--- src/hdl/qms_pkg.sv ---
`default_nettype none
package qms_pkg;

  localparam int MAX_NODES = 4096;
  localparam int MAX_EDGES = 8192;
  localparam int MAX_QUADS = 4096;

  localparam int VW     = 12;
  localparam int IW     = 14;
  localparam int EDGE_AW = 13;
  localparam int KEY_W  = 2 * VW;

  localparam logic [1:0] FUNC_LOAD   = 2'd0;
  localparam logic [1:0] FUNC_EDGES  = 2'd1;
  localparam logic [1:0] FUNC_EXPAND = 2'd2;
  localparam logic [1:0] FUNC_CLEAR  = 2'd3;

  localparam logic [1:0] KIND_NODE  = 2'd0;
  localparam logic [1:0] KIND_CHILD = 2'd1;
  localparam logic [1:0] KIND_ERROR = 2'd2;

  localparam logic [2:0] ST_OK    = 3'd0;
  localparam logic [2:0] ST_EFULL = 3'd1;
  localparam logic [2:0] ST_EMISS = 3'd2;
  localparam logic [2:0] ST_NFULL = 3'd3;
  localparam logic [2:0] ST_RANGE = 3'd4;

  typedef enum logic [3:0] {
    OP_NONE,
    OP_LATCH,
    OP_CLEAR,
    OP_LOAD,
    OP_ERR,
    OP_EDGE_INIT,
    OP_SRCH_START,
    OP_SRCH_STEP,
    OP_INSERT,
    OP_RD_Q,
    OP_MID,
    OP_EDGE_NEXT,
    OP_CEN_START,
    OP_CACC,
    OP_CHILD
  } op_e;

  typedef struct packed {
    op_e        op;
    logic       push;
    logic       last;
    logic [2:0] err;
  } cmd_t;

  typedef struct packed {
    logic [1:0] func;
    logic       range_err;
    logic       nfull;
    logic       qfull;
    logic       efull;
    logic       hit;
    logic       miss;
    logic       edge_last;
    logic       cen_last;
    logic       child_last;
    logic       pend_vld;
    logic       out_free;
  } stat_t;

endpackage
`default_nettype wire

--- src/hdl/qms_ctrl.sv ---
`default_nettype none
module qms_ctrl import qms_pkg::*; (
  input  wire   clk_i,
  input  wire   rst_ni,
  input  wire   in_valid_i,
  output logic  in_stall_o,
  input  stat_t stat_i,
  output cmd_t  cmd_o
);

  localparam logic [3:0] S_IDLE  = 4'd0;
  localparam logic [3:0] S_DEC   = 4'd1;
  localparam logic [3:0] S_SINIT = 4'd2;
  localparam logic [3:0] S_SRCH  = 4'd3;
  localparam logic [3:0] S_MISS  = 4'd4;
  localparam logic [3:0] S_MRD   = 4'd5;
  localparam logic [3:0] S_MRD2  = 4'd6;
  localparam logic [3:0] S_NEXT  = 4'd7;
  localparam logic [3:0] S_CEN   = 4'd8;
  localparam logic [3:0] S_CH    = 4'd9;
  localparam logic [3:0] S_FIN   = 4'd10;

  logic [3:0] state_q, state_d;

  assign in_stall_o = (state_q != S_IDLE);

  always_comb begin
    state_d = state_q;
    cmd_o   = '{op: OP_NONE, push: 1'b0, last: 1'b0, err: ST_OK};
    case (state_q)
      S_IDLE: begin
        if (in_valid_i) begin
          cmd_o.op = OP_LATCH;
          state_d  = S_DEC;
        end
      end
      S_DEC: begin
        state_d = S_FIN;
        case (stat_i.func)
          FUNC_CLEAR: begin
            cmd_o.op = OP_CLEAR;
            state_d  = S_IDLE;
          end
          FUNC_LOAD: begin
            if (stat_i.nfull) begin
              cmd_o.op  = OP_ERR;
              cmd_o.err = ST_NFULL;
            end else begin
              cmd_o.op = OP_LOAD;
            end
          end
          default: begin
            if (stat_i.range_err) begin
              cmd_o.op  = OP_ERR;
              cmd_o.err = ST_RANGE;
            end else if (stat_i.func == FUNC_EXPAND && stat_i.qfull) begin
              cmd_o.op  = OP_ERR;
              cmd_o.err = ST_NFULL;
            end else begin
              cmd_o.op = OP_EDGE_INIT;
              state_d  = S_SINIT;
            end
          end
        endcase
      end
      S_SINIT: begin
        cmd_o.op = OP_SRCH_START;
        state_d  = S_SRCH;
      end
      S_SRCH: begin
        cmd_o.op = OP_SRCH_STEP;
        if (stat_i.hit) begin
          state_d = S_NEXT;
        end else if (stat_i.miss) begin
          if (stat_i.func == FUNC_EXPAND) begin
            cmd_o.op  = OP_ERR;
            cmd_o.err = ST_EMISS;
            state_d   = S_FIN;
          end else begin
            state_d = S_MISS;
          end
        end
      end
      S_MISS: begin
        // hold until the previous word can move to the output register
        if (!stat_i.pend_vld || stat_i.out_free) begin
          cmd_o.push = stat_i.pend_vld;
          if (stat_i.efull) begin
            cmd_o.op  = OP_ERR;
            cmd_o.err = ST_EFULL;
            state_d   = S_FIN;
          end else begin
            cmd_o.op = OP_INSERT;
            state_d  = S_MRD;
          end
        end
      end
      S_MRD: begin
        cmd_o.op = OP_RD_Q;
        state_d  = S_MRD2;
      end
      S_MRD2: begin
        cmd_o.op = OP_MID;
        state_d  = S_NEXT;
      end
      S_NEXT: begin
        if (!stat_i.edge_last) begin
          cmd_o.op = OP_EDGE_NEXT;
          state_d  = S_SINIT;
        end else if (stat_i.func == FUNC_EXPAND) begin
          cmd_o.op = OP_CEN_START;
          state_d  = S_CEN;
        end else begin
          state_d = S_FIN;
        end
      end
      S_CEN: begin
        cmd_o.op = OP_CACC;
        if (stat_i.cen_last) begin
          state_d = S_CH;
        end
      end
      S_CH: begin
        if (stat_i.out_free) begin
          cmd_o.push = 1'b1;
          cmd_o.op   = OP_CHILD;
          if (stat_i.child_last) begin
            state_d = S_FIN;
          end
        end
      end
      S_FIN: begin
        if (!stat_i.pend_vld) begin
          state_d = S_IDLE;
        end else if (stat_i.out_free) begin
          cmd_o.push = 1'b1;
          cmd_o.last = 1'b1;
          state_d    = S_IDLE;
        end
      end
      default: begin
        state_d = S_IDLE;
      end
    endcase
  end

  always_ff @(posedge clk_i or negedge rst_ni) begin
    if (!rst_ni) begin
      state_q <= S_IDLE;
    end else begin
      state_q <= state_d;
    end
  end

endmodule
`default_nettype wire

--- config.mk ---
export PLATFORM = sky130hd
export DESIGN_NAME = qms_ctrl
export DESIGN_NICKNAME = d
export VERILOG_FILES = /design/src/hdl/qms_pkg.sv /design/src/hdl/qms_ctrl.sv
export SDC_FILE = /design/constraint.sdc
export NUM_CORES = 1
export LEC_CHECK = 0
export ABC_AREA = 0
export ABC_CLOCK_PERIOD_IN_PS = 2290
export BUFFER_PORTS_ARGS = -buffer_cell sky130_fd_sc_hd__buf_2
export CAP_MARGIN = 20
export CORE_MARGIN = 2
export CORE_UTILIZATION = 50
export DETAILED_ROUTE_END_ITERATION = 8
export PLACE_DENSITY = 0.88
export SLEW_MARGIN = 20
export SYNTH_ARGS = -nofsm -noshare
export SYNTH_HDL_FRONTEND = slang
export SYNTH_SLANG_ARGS = --single-unit
--- constraint.sdc ---
create_clock -name clk_i -period 2.29 [get_ports clk_i]
set_input_delay 0.458 -clock clk_i [delete_from_list [all_inputs] [get_ports clk_i]]
set_output_delay 0.458 -clock clk_i [all_outputs]
set_load 0.02 [all_outputs]
==> flow_summary.ini, run 1 <==
[run_status]
outcome = finished clean

[placed_design]
gp_routability_congestion = 0.921
port_buffers = 25
dpl_worst_slack_ns = -0.0443
post_detailed_placement_cell_area_um2 = 1000
post-place-cells = 157
place_hpwl_um = 1740

[detailed_routing]
drt_iter0_drc = 44
total_routed_wirelength_um = 2190
vias = 988
ant_nets = 0
detailedRoute.firstPassIterationCount = 4
drc_errors = 0
dr_vias_cell = 6.18
post_drt_wl_per_cell_um = 13.7

[cells_and_area]
max_ffs_per_register = 4
largestRegisters = state_q x4
postLayoutCellArea_um2 = 1040
drive_above_1_share_pct = 37.5
largest-register = state_q
layout.core_utilization_pct = 68.5
areaGrowthSynthToFinish_pct = 26.9
fill_cells = 116
fin_nets = 165
finalNonFillerCells = 160
antennaDiodeCount = 0
most-common-layout-cells = 25 x buf_2, 15 x nand2_1, 11 x buf_4, 8 x nor2_1, 7 x a21oi_1
layout_commonest_cell = buf_2

[clock_tree]
cts.clk_slew.worst_paths_ns = 0.04
cts_max_level = 1
post-cts-setup-buffers = 0
cts_tree = done
clock_tree.buffer_depth = 2
postCtsHoldBufs = 0
cts_sinks = 4
clk_latency_ns = 0.23
cts_inserted_buffers = 3
clk_root_buffer_cell = clkbuf_4

[worst_setup_path]
setup.worst_path.end_class = output port
worst_setup_path_start_kind = input pin
worst-setup-path-type = in -> out
critical_path_peak_fanout = 4
number_of_cells_on_the_worst_reg_to_reg_path = 5
arrival_ns = 1.80
critical_path_required_ns = 1.83
rr_endpoint = state_q[3]
r2r_start = state_q[0]
reg2reg_setup_slack_ns = 0.38

[synth]
yosysWarnings = 0
syn_area_um2 = 822
yosys.area.top_type = dfrtp_1
synth.avg_cell_area_um2 = 7.21
synth-edff-count = 0
netlist-cell-type-count = 47
ys.flop_type = dfrtp_1
synth_async_sr_flop_share_pct = 100
synth.top_cell.area_share_pct = 12.2
post_synth_inst_count = 114
number_of_flip_flops_and_latches_in_the_synthesized_netlist = 4
synth-seq-area-share_pct = 12.2
nets_in_the_synthesized_netlist = 133
ys_top_cells_by_area = dfrtp_1 12%, nand2_1 6.8%, ha_1 4.6%, a21oi_1 4.3%, o21ai_0 3.7%

[floorplanning]
dieWidth_um = 44.5
placement_rows = 14
dieArea_um2 = 1980
placeable_core_region_um2 = 1520
floorplan.initialDensity_pct = 53.9
die_height_um = 44.5
io-pin-count = 26

[global_route]
grt_max_degree = 17
grt.met1_usage_pct = 30.1
grt_pass1_vias = 885
groute.layer.met2.usage_pct = 42.9
grtUsageMet3_pct = 2.86
grt_pass1_wl_um = 3710
gr-max-usage-layer = met2
grt_antenna_before_repair = 0
grt_usage_pct = 24.5
grt_remaining_overflow = 0

[timing]
finalHoldWorstSlack_ns = 0.0223
period_share_pct = 98.5
report.final.slew_viol_count = 0
rsz0062_at_grt = yes
clock_skew_ns = 0.000654
final_critical_path_setup_slack_ns = 0.0334
max_clock_freq_mhz = 443
fin_crit_ns = 2.26
timing.slew.headroom_pct = 65.5
timing.final.setup_violations = 0
finalSetupTns_ns = 0
worst_slew_pin_slew_ns = 0.518
finalHoldViolations = 0

[min_path]
class_of_the_tightest_hold_or_removal_check = in -> async

[pwr]
power_per_cell_area_nw_per_um2 = 1220
p_leak_nw = 0.460
irDropWorstVdd_mv = 0.738
design_power_total_mw = 1.27

[run]
timing.max_cap.violations = 0
worst max path at each step:
stage	from	to	slack (ns)	cells past startpoint
3_3_place_gp	stat_i[11]	cmd_o[1]	0.005	8
3_5_place_dp	stat_i[11]	cmd_o[1]	-0.04	8
5_1_grt	stat_i[12]	cmd_o[1]	-0.08	8
6_report	stat_i[12]	cmd_o[1]	0.03	8
2_1_floorplan	stat_i[11]	cmd_o[1]	0.02	6
4_1_cts	stat_i[12]	cmd_o[1]	0.02	8
cell families (layout without fill, tap and decap cells):
family,after synthesis,in the layout,share of synthesized area (%)
AO/OA/AOI/OAI,37,37,34.4
AND/OR/NAND/NOR,51,51,32.0
adder cells (fa/ha/maj),3,3,4.57
flip-flops,4,4,12.2
buffers and inverters,15,45,9.29
multiplexers,4,4,7.61
Yosys cell counts (2+ instances only):
library cell   n
a21oi_1        7
a22oi_1        2
a32oi_1        3
buf_2          5
clkbuf_1       2
dfrtp_1        4
ha_1           3
inv_1          5
mux2_4         2
nand2_1       15
nand2b_1       4
nand3_1        4
nand4_1        2
nor2_1         8
nor2b_1        3
nor3_1         4
o211ai_1       3
o21ai_0        6
o221ai_1       2
o22a_1         2
or2_2          2
layer usage:
metal / share of wire, % / wire [um] / vias up
met1: 41 / 906 / 441
met3: 6.9 / 151 / 6
met2: 50 / 1100 / 52
li1: - / - / 489
met5: 0 / 0 / -
met4: 1.6 / 34 / 0
power breakdown:
group	internal (mW)	switching, mW
clock network	0.0585	0.0277
registers	0.105	0.115
logic	0.428	0.534
total	0.592	0.676
critical path, cell delays in order:
cell and delay [ns]:
buf_2 0.08, inv_1 0.06, ha_4 0.28, nand2b_1 0.07, o22a_1 0.17, nor2b_1 0.14, a2111oi_2 0.33, buf_2 0.22
final cells by class:
cell class                      instances  area (um^2)  share of cell area (%)
Multi-Input combinational cell         95          667                    63.9
Timing Repair Buffer                   36          208                    19.9
Sequential cell                         4          101                    9.71
Inverter                                6         25.0                    2.40
Clock buffer                            3         22.5                    2.16
Tap cell                               16         20.0                    1.92
timing repair:
action	4_1_cts	5_1_grt
endpoints found under the hold margin	0	0
setup endpoints to repair	1	5
resized for setup	3	1
cloned	0	0
No activity file was read; power rests on OpenSTA's default activity.
==> run 2, diff against run 1 <==
- CELL_PAD_IN_SITES_DETAIL_PLACEMENT: not set -> 2
- CELL_PAD_IN_SITES_GLOBAL_PLACEMENT: not set -> 2
- CORE_ASPECT_RATIO: not set -> 0.6
- CORE_UTILIZATION: 50 -> 27
==> run 2 against run 1 <==
Against the previous run:
- the flow now finishes with violations (negative setup slack)
- hold slack improved by 0.018 ns
- cell count up 20%
- die area grew 77%
- maximum frequency decreased by 2.0%
- via count grew 8.3%
- non-clock buffer count grew 6
- critical path depth grew 1
==> flow_summary.ini, run 2 (synthesized netlist as in run 1, its figures left out) <==
[timing]
period_share_pct = 101
timing.slew.headroom_pct = 68.6
rsz0062_at_grt = yes
timing.final.setup_violations = 1
worst_slew_pin_slew_ns = 0.464
finalSetupTns_ns = -0.0120
finalHoldViolations = 0
report.final.slew_viol_count = 0
max_clock_freq_mhz = 434
final_critical_path_setup_slack_ns = -0.0120
clock_skew_ns = 0.000233
fin_crit_ns = 2.30

[worst_setup_path]
arrival_ns = 1.84
critical_path_peak_fanout = 4
crit_path_max_incr_delay_ns = 0.37
worst_setup_path_start_kind = input pin
critical_path_required_ns = 1.83
crit_path_top_delay_cell = o311ai_1
worstPathCellList = buf_4, inv_2, ha_4, buf_4, a21oi_2, nor3_4, a21oi_2, o311ai_1, buf_2
setup.worst_path.end_class = output port
worst-setup-path-type = in -> out

[cells_and_area]
antennaDiodeCount = 0
area_of_combinational_cells_with_multiple_inputs_um2 = 723
most-common-layout-cells = 22 x buf_2, 20 x buf_4, 15 x nand2_1, 8 x nor2_1
areaGrowthSynthToFinish_pct = 46.6
max_ffs_per_register = 4
largest-register = state_q
finalNonFillerCells = 192
largestRegisters = state_q x4
fill_cells = 367
drive_above_1_share_pct = 46.0
area.sequential_um2 = 103
fin_nets = 171
layout_commonest_cell = buf_2

[detailed_routing]
detailedRoute.firstPassIterationCount = 4
dr_vias_cell = 5.57
drc_errors = 0
total_routed_wirelength_um = 4090
ant_nets = 0
post_drt_wl_per_cell_um = 21.3
drt_iter0_drc = 77
vias = 1070

[placed_design]
place_hpwl_um = 3110
post-place-cells = 188
gp_routability_congestion = 0.863
port_buffers = 25

[pwr]
power_per_cell_area_nw_per_um2 = 1300
p_leak_nw = 0.520
irDropWorstVdd_mv = 0.530

[clock_tree]
cts_sinks = 4
postCtsHoldBufs = 0
cts_inserted_buffers = 3
cts_tree = done
clock_tree.buffer_depth = 2
clk_root_buffer_cell = clkbuf_8
cts.clk_slew.worst_paths_ns = 0.03
clk_latency_ns = 0.22
cts_max_level = 1

[run_status]
outcome = complete, but fails checks
violations = negative setup slack

[global_route]
grt_remaining_overflow = 0
grt_antenna_before_repair = 0
grt_usage_pct = 24.5
grt_pass1_vias = 1159
grt_pass1_wl_um = 6130
grt_max_degree = 15

[floorplanning]
io-pin-count = 26
placeable_core_region_um2 = 2890
die_height_um = 46.7
dieArea_um2 = 3520
placement_rows = 15
dieWidth_um = 75.2
floorplan.initialDensity_pct = 28.4

[min_path]
class_of_the_tightest_hold_or_removal_check = in -> async

[run]
timing.max_cap.violations = 0
## run 2: cell count changes in the layout (fill, tap and decap cells not counted), sizes merged
cell / delta
buf: +6
## run 2: critical path: cells and delay by family
| kind | cells | cell delay, ns |
|---|---|---|
| AND/OR/NAND/NOR | 1 | 0.17 |
| buffers and inverters | 4 | 0.56 |
| AO/OA/AOI/OAI | 3 | 0.52 |
| adder cells (fa/ha/maj) | 1 | 0.14 |
## run 2: layer usage
layer / GRT usage (%) / vias to the layer above / wire [um]
met2: 44.4 / 35 / 2050
met4: 6.67 / 0 / 61
met1: 31.2 / 528 / 1780
li1: - / 498 / -
met3: 3.86 / 9 / 211
met5: 0 / - / 0
## run 2: area by class of cell
class,count,share of cell area [%]
multi-input cells,95,60.0
repair buffers,42,21.6
flip-flops and latches,4,8.51
well taps,42,4.36
clock buffers,3,3.43
inverters,6,2.08
## run 2: final timing paths
check                      startpoint    endpoint  slack [ns]  cells after the start
min                            rst_ni  state_q[3]        0.04                      1
max reg2reg                state_q[2]  state_q[0]        0.40                      5
max                        stat_i[12]    cmd_o[6]       -0.01                      9
min in group clk_i         state_q[0]  state_q[0]        0.72                      1
max in group asynchronous      rst_ni  state_q[0]        2.12                      1
min reg2reg                state_q[0]  state_q[0]        0.72                      1
## run 2: report_power, final
group	leakage [nW]	switching, mW	internal, mW
clock network	0.0216	0.0390	0.112
registers	0.0474	0.127	0.108
logic	0.451	0.679	0.500
total	0.520	0.845	0.720
## run 2: metrics by stage
stage / instance area, um^2 / hold WS [ns] / total power [mW] / setup WS [ns] / utilization, %
global route: 1200 / 0.0382 / 1.67 / -0.103 / 41.7
floorplan: 828 / 0.162 / 0.950 / 0.0213 / -
detailed placement: 1070 / 0.270 / 1.30 / -0.119 / 37.2
finish: 1200 / 0.0399 / 1.57 / -0.0120 / 41.7
CTS: 1150 / 0.0360 / 1.48 / 0.0230 / 39.8
global placement: 1070 / 0.264 / 1.22 / -0.00790 / 37.2
## run 2: what timing repair did
action | CTS | global route
gates resized for setup | 8 | 13
pin swaps | 2 | 4
endpoints found under the setup margin | 3 | 7
setup buffers | 1 | 0
==> run 3, diff against run 2 <==
- RECOVER_POWER: not set -> 50
==> run 3 against run 2 <==
Against the previous run:
- the flow still finishes with violations (negative setup slack)
- sequential cell count did not move
- via count fell by 0.84%
- first-iteration DRC count fell by 10%
- cell area fell by 1.0%
- register-to-register slack got worse by 0.12 ns
- maximum frequency barely moved
- combinational power barely moved
- worst setup slack got worse by 0.0010 ns
- clock-buffer cell count did not move
- die area did not move
- non-clock buffer count did not move
- critical endpoint unchanged
- largest cell class unchanged
==> flow_summary.ini, run 3 (synthesized netlist as in run 1, its figures left out) <==
[global_route]
grt_antenna_before_repair = 0
grt_pass1_vias = 1159
grt_pass1_wl_um = 6130
grt_remaining_overflow = 0
grt_max_degree = 15
grt_usage_pct = 24.5

[floorplanning]
dieWidth_um = 75.2
dieArea_um2 = 3520
floorplan.initialDensity_pct = 28.4
placeable_core_region_um2 = 2890
io-pin-count = 26
die_height_um = 46.7
placement_rows = 15

[clock_tree]
clock_tree.buffer_depth = 2
postCtsHoldBufs = 0
cts_tree = done
clk_root_buffer_cell = clkbuf_8
cts_sinks = 4
clk_latency_ns = 0.22
cts_max_level = 1
cts.clk_slew.worst_paths_ns = 0.03
cts_inserted_buffers = 3

[run_status]
violations = negative setup slack
outcome = complete, but fails checks

[placed_design]
gp_routability_congestion = 0.863
port_buffers = 25
place_hpwl_um = 3110
dpl_worst_slack_ns = -0.119

[worst_setup_path]
number_of_cells_on_the_worst_reg_to_reg_path = 5
critical_path_required_ns = 1.83
crit_path_max_incr_delay_ns = 0.37
arrival_ns = 1.85
worstPathBufferInverterCount = 4
cp_top_family = buffers and inverters
worst-setup-path-type = in -> out
worst_setup_path_start_kind = input pin
number_of_cells_on_the_critical_path = 9
critical_path_peak_fanout = 4
worstPathCellList = buf_4, inv_2, ha_4, buf_4, a21oi_2, nor3_4, a21oi_2, o311ai_1, buf_2
setup.worst_path.end_class = output port
crit_path_top_delay_cell = o311ai_1

[timing]
clock_skew_ns = 0.000270
fin_crit_ns = 2.30
finalHoldWorstSlack_ns = 0.0705
timing.slew.headroom_pct = 68.6
rsz0062_at_grt = yes
worst_slew_pin_slew_ns = 0.464
max_clock_freq_mhz = 434
final_critical_path_setup_slack_ns = -0.0130
report.final.slew_viol_count = 0
timing.final.setup_violations = 1
finalHoldViolations = 0
period_share_pct = 101

[run]
timing.max_cap.violations = 0

[cells_and_area]
most-common-layout-cells = 21 x buf_2, 20 x buf_4, 15 x nand2_1, 8 x nor2_1
fin_nets = 171
layout_commonest_cell = buf_2
antennaDiodeCount = 0
largest-register = state_q
fill_cells = 367
areaGrowthSynthToFinish_pct = 45.1
layout.core_utilization_pct = 41.3
largestRegisters = state_q x4
drive_above_1_share_pct = 45.3
max_ffs_per_register = 4

[pwr]
power_per_cell_area_nw_per_um2 = 1300
p_leak_nw = 0.516
irDropWorstVdd_mv = 0.530
design_power_total_mw = 1.55

[detailed_routing]
drc_errors = 0
drt_iter0_drc = 69
total_routed_wirelength_um = 4130
post_drt_wl_per_cell_um = 21.5
dr_vias_cell = 5.53
ant_nets = 0
detailedRoute.firstPassIterationCount = 4
met2RoutedLength_um = 2050
vias = 1061
met3WireLength_um = 244
top_layer_used = met4
met1_length_um = 1780

[min_path]
class_of_the_tightest_hold_or_removal_check = in -> async
run 3: path summary, 6_finish.rpt:
check | startpoint | endpoint | slack, ns
setup / recovery | stat_i[12] | cmd_o[6] | -0.01
hold reg to reg | state_q[0] | state_q[0] | 0.72
min in group clk_i | state_q[0] | state_q[0] | 0.72
setup reg to reg | state_q[2] | state_q[3] | 0.28
hold / removal | rst_ni | state_q[3] | 0.07
max in group asynchronous | rst_ni | state_q[0] | 2.01
run 3: where the power goes:
group	internal [mW]	switching [mW]	total, mW
Sequential	0.108	0.129	0.236
Combinational	0.492	0.671	1.16
Clock	0.112	0.0389	0.151
run 3: final cells by class:
| class | instances | area [um^2] | area share, % |
|---|---|---|---|
| clock buffer | 3 | 41.3 | 3.46 |
| inverter | 6 | 25.0 | 2.10 |
| multi-input combinational | 95 | 712 | 59.7 |
| timing repair buffer | 42 | 259 | 21.7 |
| sequential | 4 | 103 | 8.60 |
| tap | 42 | 52.6 | 4.41 |
run 3: layer usage:
| metal | GRT usage, % | up-vias |
|---|---|---|
| li1 | - | 500 |
| met1 | 31.2 | 522 |
| met2 | 44.4 | 31 |
| met3 | 3.86 | 8 |
| met4 | 6.67 | 0 |
| met5 | 0 | - |
run 3: timing repair:
item	in CTS	in global routing
gates cloned	0	0
pin swaps	2	4
buffers inserted	1	0
resized for setup	8	13
endpoints found under the setup margin	3	7
run 3: metrics by stage:
step                area, um^2   TNS, ns  std cells
global route              1190    -0.129        192
global placement          1070  -0.00790        188
floorplan                  828         0        114
CTS                       1150         0        192
detailed placement        1070    -0.170        188
finish                    1190   -0.0130        192
